### src/rtl/rsdz_pkg.sv
// shared constants and types for the radial stick dead-zone block
package rsdz_pkg;

   // default sample width of one stick axis
   localparam int SAMPLE_BITS_DEFAULT = 16;

   // width of the result fields and of the direction quotient
   localparam int OUT_BITS = 16;

   // register reset values
   localparam logic [OUT_BITS-1:0] RADIUS_RESET = 16'd8000;
   localparam logic [OUT_BITS-1:0] MAXMAG_RESET = 16'd24767;

   // largest positive Q1.15 value
   localparam logic [OUT_BITS-1:0] DIR_MAX = 16'h7FFF;

   // configuration port
   localparam int CSR_ADDR_BITS = 3;
   localparam int CSR_DATA_BITS = 32;

   // register index, taken from the word address
   typedef enum logic {
      REG_RADIUS = 1'b0,
      REG_MAXMAG = 1'b1
   } reg_index_type;

   // control group handed from one cell to the next
   typedef struct packed {
      logic valid;
   } stage_ctl_type;

endpackage

### src/rtl/rsdz_sqrt_cell.sv
// one cell of the square root chain: settles one root bit per stage
module rsdz_sqrt_cell #(
   parameter int SampleBits = rsdz_pkg::SAMPLE_BITS_DEFAULT,
   parameter int Idx        = 0
) (
   input  logic                      clock,
   input  logic                      reset,
   input  logic                      en,
   input  rsdz_pkg::stage_ctl_type   in_ctl,
   input  logic [2*SampleBits-1:0]   in_n,
   input  logic [SampleBits+1:0]     in_rem,
   input  logic [SampleBits-1:0]     in_root,
   input  logic [SampleBits-1:0]     in_ux,
   input  logic [SampleBits-1:0]     in_uy,
   input  logic                      in_sx,
   input  logic                      in_sy,
   output rsdz_pkg::stage_ctl_type   out_ctl,
   output logic [2*SampleBits-1:0]   out_n,
   output logic [SampleBits+1:0]     out_rem,
   output logic [SampleBits-1:0]     out_root,
   output logic [SampleBits-1:0]     out_ux,
   output logic [SampleBits-1:0]     out_uy,
   output logic                      out_sx,
   output logic                      out_sy
);

   rsdz_pkg::stage_ctl_type       ctl_ff;
   logic [2*SampleBits-1:0]       n_ff;
   logic [SampleBits+1:0]         rem_ff, rem_in;
   logic [SampleBits-1:0]         root_ff, root_in;
   logic [SampleBits-1:0]         ux_ff, uy_ff;
   logic                          sx_ff, sy_ff;
   logic [SampleBits+1:0]         rem_sh;
   logic [SampleBits+1:0]         trial;
   logic                          fits;

   // bring down the next bit pair and try the next root bit
   always_comb begin
      rem_sh  = {in_rem[SampleBits-1:0], in_n[2*Idx+1 -: 2]};
      trial   = {in_root, 2'b01};
      fits    = (rem_sh >= trial);
      rem_in  = fits ? (rem_sh - trial) : rem_sh;
      root_in = {in_root[SampleBits-2:0], fits};
   end

   // stage valid
   always_ff @(posedge clock) begin
      if (reset) begin
         ctl_ff <= '0;
      end else if (en) begin
         ctl_ff <= in_ctl;
      end
   end

   // stage payload
   always_ff @(posedge clock) begin
      if (en) begin
         n_ff    <= in_n;
         rem_ff  <= rem_in;
         root_ff <= root_in;
         ux_ff   <= in_ux;
         uy_ff   <= in_uy;
         sx_ff   <= in_sx;
         sy_ff   <= in_sy;
      end
   end

   assign out_ctl  = ctl_ff;
   assign out_n    = n_ff;
   assign out_rem  = rem_ff;
   assign out_root = root_ff;
   assign out_ux   = ux_ff;
   assign out_uy   = uy_ff;
   assign out_sx   = sx_ff;
   assign out_sy   = sy_ff;

endmodule

### src/rtl/rsdz_div_cell.sv
// one cell of the direction divider chain: one quotient bit per axis per stage
module rsdz_div_cell #(
   parameter int SampleBits = rsdz_pkg::SAMPLE_BITS_DEFAULT
) (
   input  logic                           clock,
   input  logic                           reset,
   input  logic                           en,
   input  rsdz_pkg::stage_ctl_type        in_ctl,
   input  logic [SampleBits-1:0]          in_raw,
   input  logic [SampleBits:0]            in_rem_x,
   input  logic [SampleBits:0]            in_rem_y,
   input  logic [rsdz_pkg::OUT_BITS-1:0]  in_q_x,
   input  logic [rsdz_pkg::OUT_BITS-1:0]  in_q_y,
   input  logic                           in_sx,
   input  logic                           in_sy,
   output rsdz_pkg::stage_ctl_type        out_ctl,
   output logic [SampleBits-1:0]          out_raw,
   output logic [SampleBits:0]            out_rem_x,
   output logic [SampleBits:0]            out_rem_y,
   output logic [rsdz_pkg::OUT_BITS-1:0]  out_q_x,
   output logic [rsdz_pkg::OUT_BITS-1:0]  out_q_y,
   output logic                           out_sx,
   output logic                           out_sy
);

   rsdz_pkg::stage_ctl_type          ctl_ff;
   logic [SampleBits-1:0]            raw_ff;
   logic [SampleBits:0]              rem_x_ff, rem_x_in, rem_y_ff, rem_y_in;
   logic [rsdz_pkg::OUT_BITS-1:0]    q_x_ff, q_x_in, q_y_ff, q_y_in;
   logic                             sx_ff, sy_ff;
   logic [SampleBits:0]              dvs;
   logic                             bit_x, bit_y;
   logic [SampleBits:0]              left_x, left_y;

   // restoring step on both axes against the same divisor
   always_comb begin
      dvs      = {1'b0, in_raw};
      bit_x    = (in_rem_x >= dvs);
      bit_y    = (in_rem_y >= dvs);
      left_x   = bit_x ? (in_rem_x - dvs) : in_rem_x;
      left_y   = bit_y ? (in_rem_y - dvs) : in_rem_y;
      rem_x_in = {left_x[SampleBits-1:0], 1'b0};
      rem_y_in = {left_y[SampleBits-1:0], 1'b0};
      q_x_in   = {in_q_x[rsdz_pkg::OUT_BITS-2:0], bit_x};
      q_y_in   = {in_q_y[rsdz_pkg::OUT_BITS-2:0], bit_y};
   end

   // stage valid
   always_ff @(posedge clock) begin
      if (reset) begin
         ctl_ff <= '0;
      end else if (en) begin
         ctl_ff <= in_ctl;
      end
   end

   // stage payload
   always_ff @(posedge clock) begin
      if (en) begin
         raw_ff   <= in_raw;
         rem_x_ff <= rem_x_in;
         rem_y_ff <= rem_y_in;
         q_x_ff   <= q_x_in;
         q_y_ff   <= q_y_in;
         sx_ff    <= in_sx;
         sy_ff    <= in_sy;
      end
   end

   assign out_ctl   = ctl_ff;
   assign out_raw   = raw_ff;
   assign out_rem_x = rem_x_ff;
   assign out_rem_y = rem_y_ff;
   assign out_q_x   = q_x_ff;
   assign out_q_y   = q_y_ff;
   assign out_sx    = sx_ff;
   assign out_sy    = sy_ff;

endmodule

### src/rtl/radial_stick_dead_zone_core.sv
// top level of the radial stick dead-zone block: front end, cell chains, output
//
//   channel  | dir | handshake              | payload
//   ---------+-----+------------------------+---------------------------------------
//   req_     | in  | req_tvalid/req_tready  | tdata left_x,left_y,right_x,right_y; tuser stick
//   rsp_     | out | rsp_tvalid/rsp_tready  | tdata magnitude,dir_x,dir_y
//   csr_     | in  | psel/penable, pready=1 | radius (addr 0), max magnitude (addr 4)
//
// one item per cycle while results are taken; from accept to rsp_tvalid an item passes
// 3 front-end stages, one square root cell per root bit, 16 divider cells and one
// output register.
// reset is synchronous; it clears all stage valids and loads the register defaults.
// a held result stalls the whole chain in place; req_tready drops only while the
// output register is full and not being taken.
module radial_stick_dead_zone_core #(
   parameter int SAMPLE_BITS = rsdz_pkg::SAMPLE_BITS_DEFAULT
) (
   input  logic                                clock,
   input  logic                                reset,
   // input items
   input  logic                                req_tvalid,
   output logic                                req_tready,
   // left_x, left_y, right_x, right_y from bit 0 up, zero padded to bytes
   input  logic [((4*SAMPLE_BITS+7)/8)*8-1:0]  req_tdata,
   // which_stick
   input  logic                                req_tuser,
   // result items
   output logic                                rsp_tvalid,
   input  logic                                rsp_tready,
   // magnitude, dir_x, dir_y from bit 0 up
   output logic [3*rsdz_pkg::OUT_BITS-1:0]     rsp_tdata,
   // configuration port
   input  logic                                csr_psel,
   input  logic                                csr_penable,
   input  logic                                csr_pwrite,
   input  logic [rsdz_pkg::CSR_ADDR_BITS-1:0]  csr_paddr,
   input  logic [rsdz_pkg::CSR_DATA_BITS-1:0]  csr_pwdata,
   output logic [rsdz_pkg::CSR_DATA_BITS-1:0]  csr_prdata,
   output logic                                csr_pready
);

   localparam int S     = SAMPLE_BITS;
   localparam int NW    = 2 * S;
   localparam int OB    = rsdz_pkg::OUT_BITS;
   localparam int MW    = (S > OB) ? S : OB;
   localparam int DIV_N = OB;

   logic                          en;

   // ---------------- configuration registers ----------------
   logic [OB-1:0]                 radius_ff, maxmag_ff;
   logic                          csr_wr;
   rsdz_pkg::reg_index_type       csr_idx;

   assign csr_pready = 1'b1;
   assign csr_wr     = csr_psel & csr_penable & csr_pwrite & csr_pready;
   assign csr_idx    = rsdz_pkg::reg_index_type'(csr_paddr[2]);

   // register writes
   always_ff @(posedge clock) begin
      if (reset) begin
         radius_ff <= rsdz_pkg::RADIUS_RESET;
         maxmag_ff <= rsdz_pkg::MAXMAG_RESET;
      end else if (csr_wr) begin
         case (csr_idx)
            rsdz_pkg::REG_RADIUS: radius_ff <= csr_pwdata[OB-1:0];
            rsdz_pkg::REG_MAXMAG: maxmag_ff <= csr_pwdata[OB-1:0];
            default: ;
         endcase
      end
   end

   // register read back
   always_comb begin
      case (csr_idx)
         rsdz_pkg::REG_RADIUS: csr_prdata = {{(rsdz_pkg::CSR_DATA_BITS-OB){1'b0}}, radius_ff};
         rsdz_pkg::REG_MAXMAG: csr_prdata = {{(rsdz_pkg::CSR_DATA_BITS-OB){1'b0}}, maxmag_ff};
         default:              csr_prdata = '0;
      endcase
   end

   // ---------------- flow control ----------------
   logic                          rsp_valid_ff;

   assign en         = ~rsp_valid_ff | rsp_tready;
   assign req_tready = en;

   // ---------------- stage a: stick select and absolute value ----------------
   rsdz_pkg::stage_ctl_type       a_ctl_ff;
   logic [S-1:0]                  a_ux_ff, a_uy_ff, a_ux_in, a_uy_in;
   logic                          a_sx_ff, a_sy_ff;
   logic [S-1:0]                  sel_x, sel_y;

   always_comb begin
      sel_x   = req_tuser ? req_tdata[2*S +: S] : req_tdata[0 +: S];
      sel_y   = req_tuser ? req_tdata[3*S +: S] : req_tdata[S +: S];
      a_ux_in = sel_x[S-1] ? (~sel_x + 1'b1) : sel_x;
      a_uy_in = sel_y[S-1] ? (~sel_y + 1'b1) : sel_y;
   end

   always_ff @(posedge clock) begin
      if (reset) begin
         a_ctl_ff <= '0;
      end else if (en) begin
         a_ctl_ff.valid <= req_tvalid;
      end
   end

   always_ff @(posedge clock) begin
      if (en) begin
         a_ux_ff <= a_ux_in;
         a_uy_ff <= a_uy_in;
         a_sx_ff <= sel_x[S-1];
         a_sy_ff <= sel_y[S-1];
      end
   end

   // ---------------- stage b: squares ----------------
   rsdz_pkg::stage_ctl_type       b_ctl_ff;
   logic [NW-1:0]                 b_sqx_ff, b_sqy_ff;
   logic [S-1:0]                  b_ux_ff, b_uy_ff;
   logic                          b_sx_ff, b_sy_ff;

   always_ff @(posedge clock) begin
      if (reset) begin
         b_ctl_ff <= '0;
      end else if (en) begin
         b_ctl_ff <= a_ctl_ff;
      end
   end

   always_ff @(posedge clock) begin
      if (en) begin
         b_sqx_ff <= NW'(a_ux_ff) * NW'(a_ux_ff);
         b_sqy_ff <= NW'(a_uy_ff) * NW'(a_uy_ff);
         b_ux_ff  <= a_ux_ff;
         b_uy_ff  <= a_uy_ff;
         b_sx_ff  <= a_sx_ff;
         b_sy_ff  <= a_sy_ff;
      end
   end

   // ---------------- stage c: sum of squares ----------------
   rsdz_pkg::stage_ctl_type       c_ctl_ff;
   logic [NW-1:0]                 c_n_ff;
   logic [S-1:0]                  c_ux_ff, c_uy_ff;
   logic                          c_sx_ff, c_sy_ff;

   always_ff @(posedge clock) begin
      if (reset) begin
         c_ctl_ff <= '0;
      end else if (en) begin
         c_ctl_ff <= b_ctl_ff;
      end
   end

   always_ff @(posedge clock) begin
      if (en) begin
         c_n_ff  <= b_sqx_ff + b_sqy_ff;
         c_ux_ff <= b_ux_ff;
         c_uy_ff <= b_uy_ff;
         c_sx_ff <= b_sx_ff;
         c_sy_ff <= b_sy_ff;
      end
   end

   // ---------------- square root chain ----------------
   rsdz_pkg::stage_ctl_type       sq_ctl  [0:S];
   logic [NW-1:0]                 sq_n    [0:S];
   logic [S+1:0]                  sq_rem  [0:S];
   logic [S-1:0]                  sq_root [0:S];
   logic [S-1:0]                  sq_ux   [0:S];
   logic [S-1:0]                  sq_uy   [0:S];
   logic                          sq_sx   [0:S];
   logic                          sq_sy   [0:S];

   assign sq_ctl[0]  = c_ctl_ff;
   assign sq_n[0]    = c_n_ff;
   assign sq_rem[0]  = '0;
   assign sq_root[0] = '0;
   assign sq_ux[0]   = c_ux_ff;
   assign sq_uy[0]   = c_uy_ff;
   assign sq_sx[0]   = c_sx_ff;
   assign sq_sy[0]   = c_sy_ff;

   // cell k settles root bit S-1-k
   for (genvar k = 0; k < S; k++) begin : g_sqrt
      rsdz_sqrt_cell #(
         .SampleBits (S),
         .Idx        (S - 1 - k)
      ) u_cell (
         .clock    (clock),
         .reset    (reset),
         .en       (en),
         .in_ctl   (sq_ctl[k]),
         .in_n     (sq_n[k]),
         .in_rem   (sq_rem[k]),
         .in_root  (sq_root[k]),
         .in_ux    (sq_ux[k]),
         .in_uy    (sq_uy[k]),
         .in_sx    (sq_sx[k]),
         .in_sy    (sq_sy[k]),
         .out_ctl  (sq_ctl[k+1]),
         .out_n    (sq_n[k+1]),
         .out_rem  (sq_rem[k+1]),
         .out_root (sq_root[k+1]),
         .out_ux   (sq_ux[k+1]),
         .out_uy   (sq_uy[k+1]),
         .out_sx   (sq_sx[k+1]),
         .out_sy   (sq_sy[k+1])
      );
   end

   // ---------------- direction divider chain ----------------
   rsdz_pkg::stage_ctl_type       dv_ctl   [0:DIV_N];
   logic [S-1:0]                  dv_raw   [0:DIV_N];
   logic [S:0]                    dv_rem_x [0:DIV_N];
   logic [S:0]                    dv_rem_y [0:DIV_N];
   logic [OB-1:0]                 dv_q_x   [0:DIV_N];
   logic [OB-1:0]                 dv_q_y   [0:DIV_N];
   logic                          dv_sx    [0:DIV_N];
   logic                          dv_sy    [0:DIV_N];

   // axis magnitude is never above the root, so the top quotient bit starts unshifted
   assign dv_ctl[0]   = sq_ctl[S];
   assign dv_raw[0]   = sq_root[S];
   assign dv_rem_x[0] = {1'b0, sq_ux[S]};
   assign dv_rem_y[0] = {1'b0, sq_uy[S]};
   assign dv_q_x[0]   = '0;
   assign dv_q_y[0]   = '0;
   assign dv_sx[0]    = sq_sx[S];
   assign dv_sy[0]    = sq_sy[S];

   for (genvar k = 0; k < DIV_N; k++) begin : g_div
      rsdz_div_cell #(
         .SampleBits (S)
      ) u_cell (
         .clock     (clock),
         .reset     (reset),
         .en        (en),
         .in_ctl    (dv_ctl[k]),
         .in_raw    (dv_raw[k]),
         .in_rem_x  (dv_rem_x[k]),
         .in_rem_y  (dv_rem_y[k]),
         .in_q_x    (dv_q_x[k]),
         .in_q_y    (dv_q_y[k]),
         .in_sx     (dv_sx[k]),
         .in_sy     (dv_sy[k]),
         .out_ctl   (dv_ctl[k+1]),
         .out_raw   (dv_raw[k+1]),
         .out_rem_x (dv_rem_x[k+1]),
         .out_rem_y (dv_rem_y[k+1]),
         .out_q_x   (dv_q_x[k+1]),
         .out_q_y   (dv_q_y[k+1]),
         .out_sx    (dv_sx[k+1]),
         .out_sy    (dv_sy[k+1])
      );
   end

   // ---------------- output stage: dead zone, clamp, sign and saturate ----------------
   logic [MW-1:0]                 raw_ext, rad_ext, diff;
   logic [OB-1:0]                 mag_in, dir_x_in, dir_y_in;
   logic [OB-1:0]                 q_x, q_y;
   logic                          raw_zero;
   logic [OB-1:0]                 mag_ff, dir_x_ff, dir_y_ff;

   always_comb begin
      raw_ext  = MW'(dv_raw[DIV_N]);
      rad_ext  = MW'(radius_ff);
      diff     = raw_ext - rad_ext;
      raw_zero = (dv_raw[DIV_N] == '0);
      q_x      = dv_q_x[DIV_N];
      q_y      = dv_q_y[DIV_N];
      // magnitude beyond the dead zone, clamped
      if (raw_ext > rad_ext) begin
         mag_in = (diff > MW'(maxmag_ff)) ? maxmag_ff : diff[OB-1:0];
      end else begin
         mag_in = '0;
      end
      // direction: zero for a zero root, else negate negative axes, saturate a full-scale positive quotient
      if (raw_zero) begin
         dir_x_in = '0;
      end else if (dv_sx[DIV_N]) begin
         dir_x_in = ~q_x + 1'b1;
      end else begin
         dir_x_in = q_x[OB-1] ? rsdz_pkg::DIR_MAX : q_x;
      end
      if (raw_zero) begin
         dir_y_in = '0;
      end else if (dv_sy[DIV_N]) begin
         dir_y_in = ~q_y + 1'b1;
      end else begin
         dir_y_in = q_y[OB-1] ? rsdz_pkg::DIR_MAX : q_y;
      end
   end

   always_ff @(posedge clock) begin
      if (reset) begin
         rsp_valid_ff <= 1'b0;
      end else if (en) begin
         rsp_valid_ff <= dv_ctl[DIV_N].valid;
      end
   end

   always_ff @(posedge clock) begin
      if (en) begin
         mag_ff   <= mag_in;
         dir_x_ff <= dir_x_in;
         dir_y_ff <= dir_y_in;
      end
   end

   assign rsp_tvalid = rsp_valid_ff;
   assign rsp_tdata  = {dir_y_ff, dir_x_ff, mag_ff};

endmodule
### config.mk
export PLATFORM = sky130hd
export DESIGN_NAME = radial_stick_dead_zone_core
export DESIGN_NICKNAME = d
export VERILOG_FILES = /design/src/rtl/rsdz_pkg.sv /design/src/rtl/rsdz_sqrt_cell.sv /design/src/rtl/rsdz_div_cell.sv /design/src/rtl/radial_stick_dead_zone_core.sv
export SDC_FILE = /design/constraint.sdc
export NUM_CORES = 2
export LEC_CHECK = 0
export ABC_CLOCK_PERIOD_IN_PS = 112900
export BUFFER_PORTS_ARGS = -buffer_cell sky130_fd_sc_hd__buf_2
export CAP_MARGIN = 20
export CORE_MARGIN = 2
export CORE_UTILIZATION = 55
export DETAILED_ROUTE_END_ITERATION = 8
export HOLD_SLACK_MARGIN = 0.06
export PLACE_DENSITY = 0.74
export SYNTH_ARGS = -nofsm -noshare
export SYNTH_HDL_FRONTEND = slang
export SYNTH_SLANG_ARGS = --single-unit
### constraint.sdc
create_clock -name clock -period 112.9 [get_ports clock]
set_input_delay 22.58 -clock clock [delete_from_list [all_inputs] [get_ports clock]]
set_output_delay 22.58 -clock clock [all_outputs]
set_load 0.01 [all_outputs]
==> summary.md <==
| Metric | Value |
|---|---|
| Hold path start | g_sqrt[8].u_cell.out_uy[3] |
| FP Rows | 178 |
| TritonRoute pass-1 iters | 6 |
| Register area | 74,200 um2 |
| Worst setup SP type | input port |
| Area grow syn2layout | 10.5% |
| Number of global-route vias before repair | 78,700 |
| Top cells by area, synth | edfxtp_1 56%, ha_1 8.9%, fa_1 5.5%, inv_1 3.3%, xnor2_1 2.7% |
| GRT Util Overall | 21.7% |
| Io pins | 190 |
| First-pass GRT wire length | 417,000 um |
| Setup crit start | rsp_tready |
| # resized after CTS | 0 |
| CP max FO | 37 |
| Synth cell types | 86 |
| Hold Path Class | reg2reg |
| Proportion of layout cells with a drive suffix above 1 | 9.28% |
| Adder-Cell Fraction of Synth Area | 14.5% |
| Die footprint | 241,000 um2 |
| Initial antenna violation count | 3 |
| Detailed-placement wirelength estimate | 192,000 um |
| Top cell type's share of synthesized area | 55.9% |
| Root buf cell | clkbuf_16 |
| Layout fillers | 17,800 |
| Main synth FF type | edfxtp_1 |
| Clk_skew | 67.8 ps |
| Worst EP arrival | 23,700 ps |
| Rel. slew slack | 28.4% |
| Htree depth | 5 |
| Post-synth EDFFs | 2,426 |
| Clock transition at path regs | 60 ps |
| Initial core utilization | 55.3% |
| Hold Buf Count CTS | 0 |
| Die width | 491 um |
| RSZ-0062 raised after global routing | no |
| Simple-gate share of the synthesized area | 8.57% |
| Tmin final | 46,280 ps |
| Multi-input gate area | 51,200 um2 |
| Final setup viols | 0 |
| Area leader, netlist | edfxtp_1 |
| DR iter-0 viols | 5,676 |
| Residual DRC | 0 |
| Synthesized cell area | 130,000 um2 |
| CTS tree | done |
| Clock tree buffer depth | 4 |
| Clock latency on the worst-skew pair | 910 ps |
| Least-Margin Pin Slew | 1070 ps |
| CTS Sinks | 2,494 |
| Critical path class | in2out |
| Sequential share of the synthesized area | 57.0% |
| Final WL | 263,000 um |
| Fmax | 21.6 MHz |
| FF-to-FF path depth | 23 |
| Final period util | 41.0% |
| Total number of vias | 78,000 |
| YS warnings | 0 |
| Syn Area/Cell | 12.7 um2 |
| RD Place Congestion | 0.916 |
| Die Ht | 491 um |
| Status | finished, final reports clean |
| Max-cap violations | 0 |
| WP data required | 90,320 ps |
| Pin count of the biggest net entering global routing | 201 |
| Number of CTS-inserted buffers | 278 |
| Hold path depth | 0 |
| Global route overflow | 0 |
| # nets final | 12,000 |
| Slew Limit Fails | 0 |
| Mapped Cells | 10,200 |
| Multiplexer area fraction after synthesis | 2.89% |
| R2R Path Start | a_ux_ff[12] |
| PortBufs | 154 |
| Post-route ant nets | 0 |
| DR vias/cell | 5.61 |
| Largest family of logic cells by synthesized area | adder cells |
| Synth Area in Compound Gates | 8.80% |
| Setup TNS | 0 ps |
| Synth Area in XOR/XNOR | 4.46% |
| Crit end category | primary output |
| Synthesis-stage register bit count | 2,494 |
| Core Box Area | 235,000 um2 |
| Post-CTS Setup Bufs | 0 |
| Avg WL per Cell | 18.9 um |
| Hold Vio Cnt, Final | 0 |
| Fraction of registers with async set/reset | 0% |
[placed cells by master, fill, tap and decap left out, types with 36 or more instances in the layout]
| master | Yosys | final |
|---|---|---|
| nor3_1 | 160 | 160 |
| a211o_1 | 36 | 36 |
| and2_1 | 125 | 125 |
| or3_1 | 86 | 86 |
| o21bai_1 | 50 | 50 |
| clkinv_1 | 2 | 47 |
| dfxtp_1 | 68 | 68 |
| mux2_2 | 281 | 281 |
| inv_1 | 1128 | 1128 |
| nand3_1 | 89 | 89 |
| xor2_1 | 262 | 262 |
| clkbuf_1 | 151 | 38 |
| xnor2_1 | 401 | 401 |
| nand4_1 | 99 | 99 |
| a211oi_1 | 71 | 70 |
| nand2_1 | 700 | 700 |
| a21o_1 | 240 | 240 |
| edfxtp_1 | 2426 | 2426 |
| buf_4 | 17 | 54 |
| o21a_1 | 110 | 110 |
| fa_1 | 359 | 359 |
| nor2_1 | 565 | 564 |
| clkinv_2 | 0 | 41 |
| or2_2 | 36 | 36 |
| a21oi_1 | 596 | 595 |
| ha_1 | 931 | 931 |
| mux2i_1 | 60 | 60 |
| nor2b_1 | 121 | 120 |
| o31ai_1 | 46 | 46 |
| clkbuf_16 | 0 | 282 |
| and3_1 | 46 | 46 |
| nand2b_1 | 139 | 139 |
| o21ai_0 | 353 | 353 |
| buf_2 | 3 | 154 |
[flip-flops by register name (all words and copies together), names as in the netlist, 31 cells and up]
register                cells
g_div.u_cell.out_raw      256
g_sqrt.u_cell.out_ux      256
g_sqrt.u_cell.out_uy      256
g_div.u_cell.out_rem_x    240
g_div.u_cell.out_rem_y    240
g_sqrt.u_cell.out_n       240
g_sqrt.u_cell.out_rem     224
g_div.u_cell.out_q_x      136
g_div.u_cell.out_q_y      136
g_sqrt.u_cell.out_root    136
c_n_ff                     32
b_sqx_ff                   31
b_sqy_ff                   31
[per-stage QoR]
stage	cell area (um2)	cells	util, %	setup WS (ps)	hold slack, ps
after global routing	144000	13900	61.1	66510	407
final	144000	13900	61.1	66620	388
after floorplan	130000	10200	-	2030	400
after CTS	144000	13900	61.1	66560	383
after detailed placement	135000	13400	57.3	66560	405
after global placement	135000	13400	57.3	66570	400
[path summary, 6_finish.rpt]
check / end / slack (ps)
hold / removal: g_sqrt[9].u_cell.out_uy[3] / 390
setup reg to reg: b_sqx_ff[30] / 104940
hold reg to reg: g_sqrt[9].u_cell.out_uy[3] / 390
setup / recovery: req_tready / 66620
[synth_stat cells (99+ instances only)]
cell         n
o21a_1     110
edfxtp_1  2426
xnor2_1    401
nand2b_1   139
a21oi_1    596
clkbuf_1   151
a21o_1     240
nand4_1     99
and2_1     125
ha_1       931
nor2_1     565
fa_1       359
inv_1     1128
nor2b_1    121
nand2_1    700
mux2_2     281
xor2_1     262
nor3_1     160
o21ai_0    353
[area by class of cell]
type	count	area share, %
flip-flops and latches	2494	51.6
multi-input cells	6426	35.6
clock buffers	322	5.02
inverters	1131	2.96
well taps	3150	2.74
clock inverters	158	1.11
repair buffers	226	1.01
diodes	2	0.00348
[cell families after synthesis]
| logic type | after synthesis |
|---|---|
| compound gates | 1810 |
| xor+xnor | 663 |
| fa+ha+maj | 1290 |
| buf+inv | 1313 |
| flops | 2494 |
| mux | 341 |
| other cells | 2 |
| simple gates | 2304 |
[worst max-delay path: stages]
cell     delay (ps)
buf_2           120
nor2b_2         100
buf_4           360
inv_8           200
buf_2           290
[routing by layer]
metal,up-vias,GRT usage [%],part of all wire (%)
met5,-,0,0
met4,0,8.60,3.9
met3,583,2.88,4.5
met2,1938,36.6,49
met1,38100,28.5,43
li1,37500,-,-
Power is left out: the tool's default activity adds up to more than one toggle a clock period on the data nets, which glitch-free logic cannot reach.
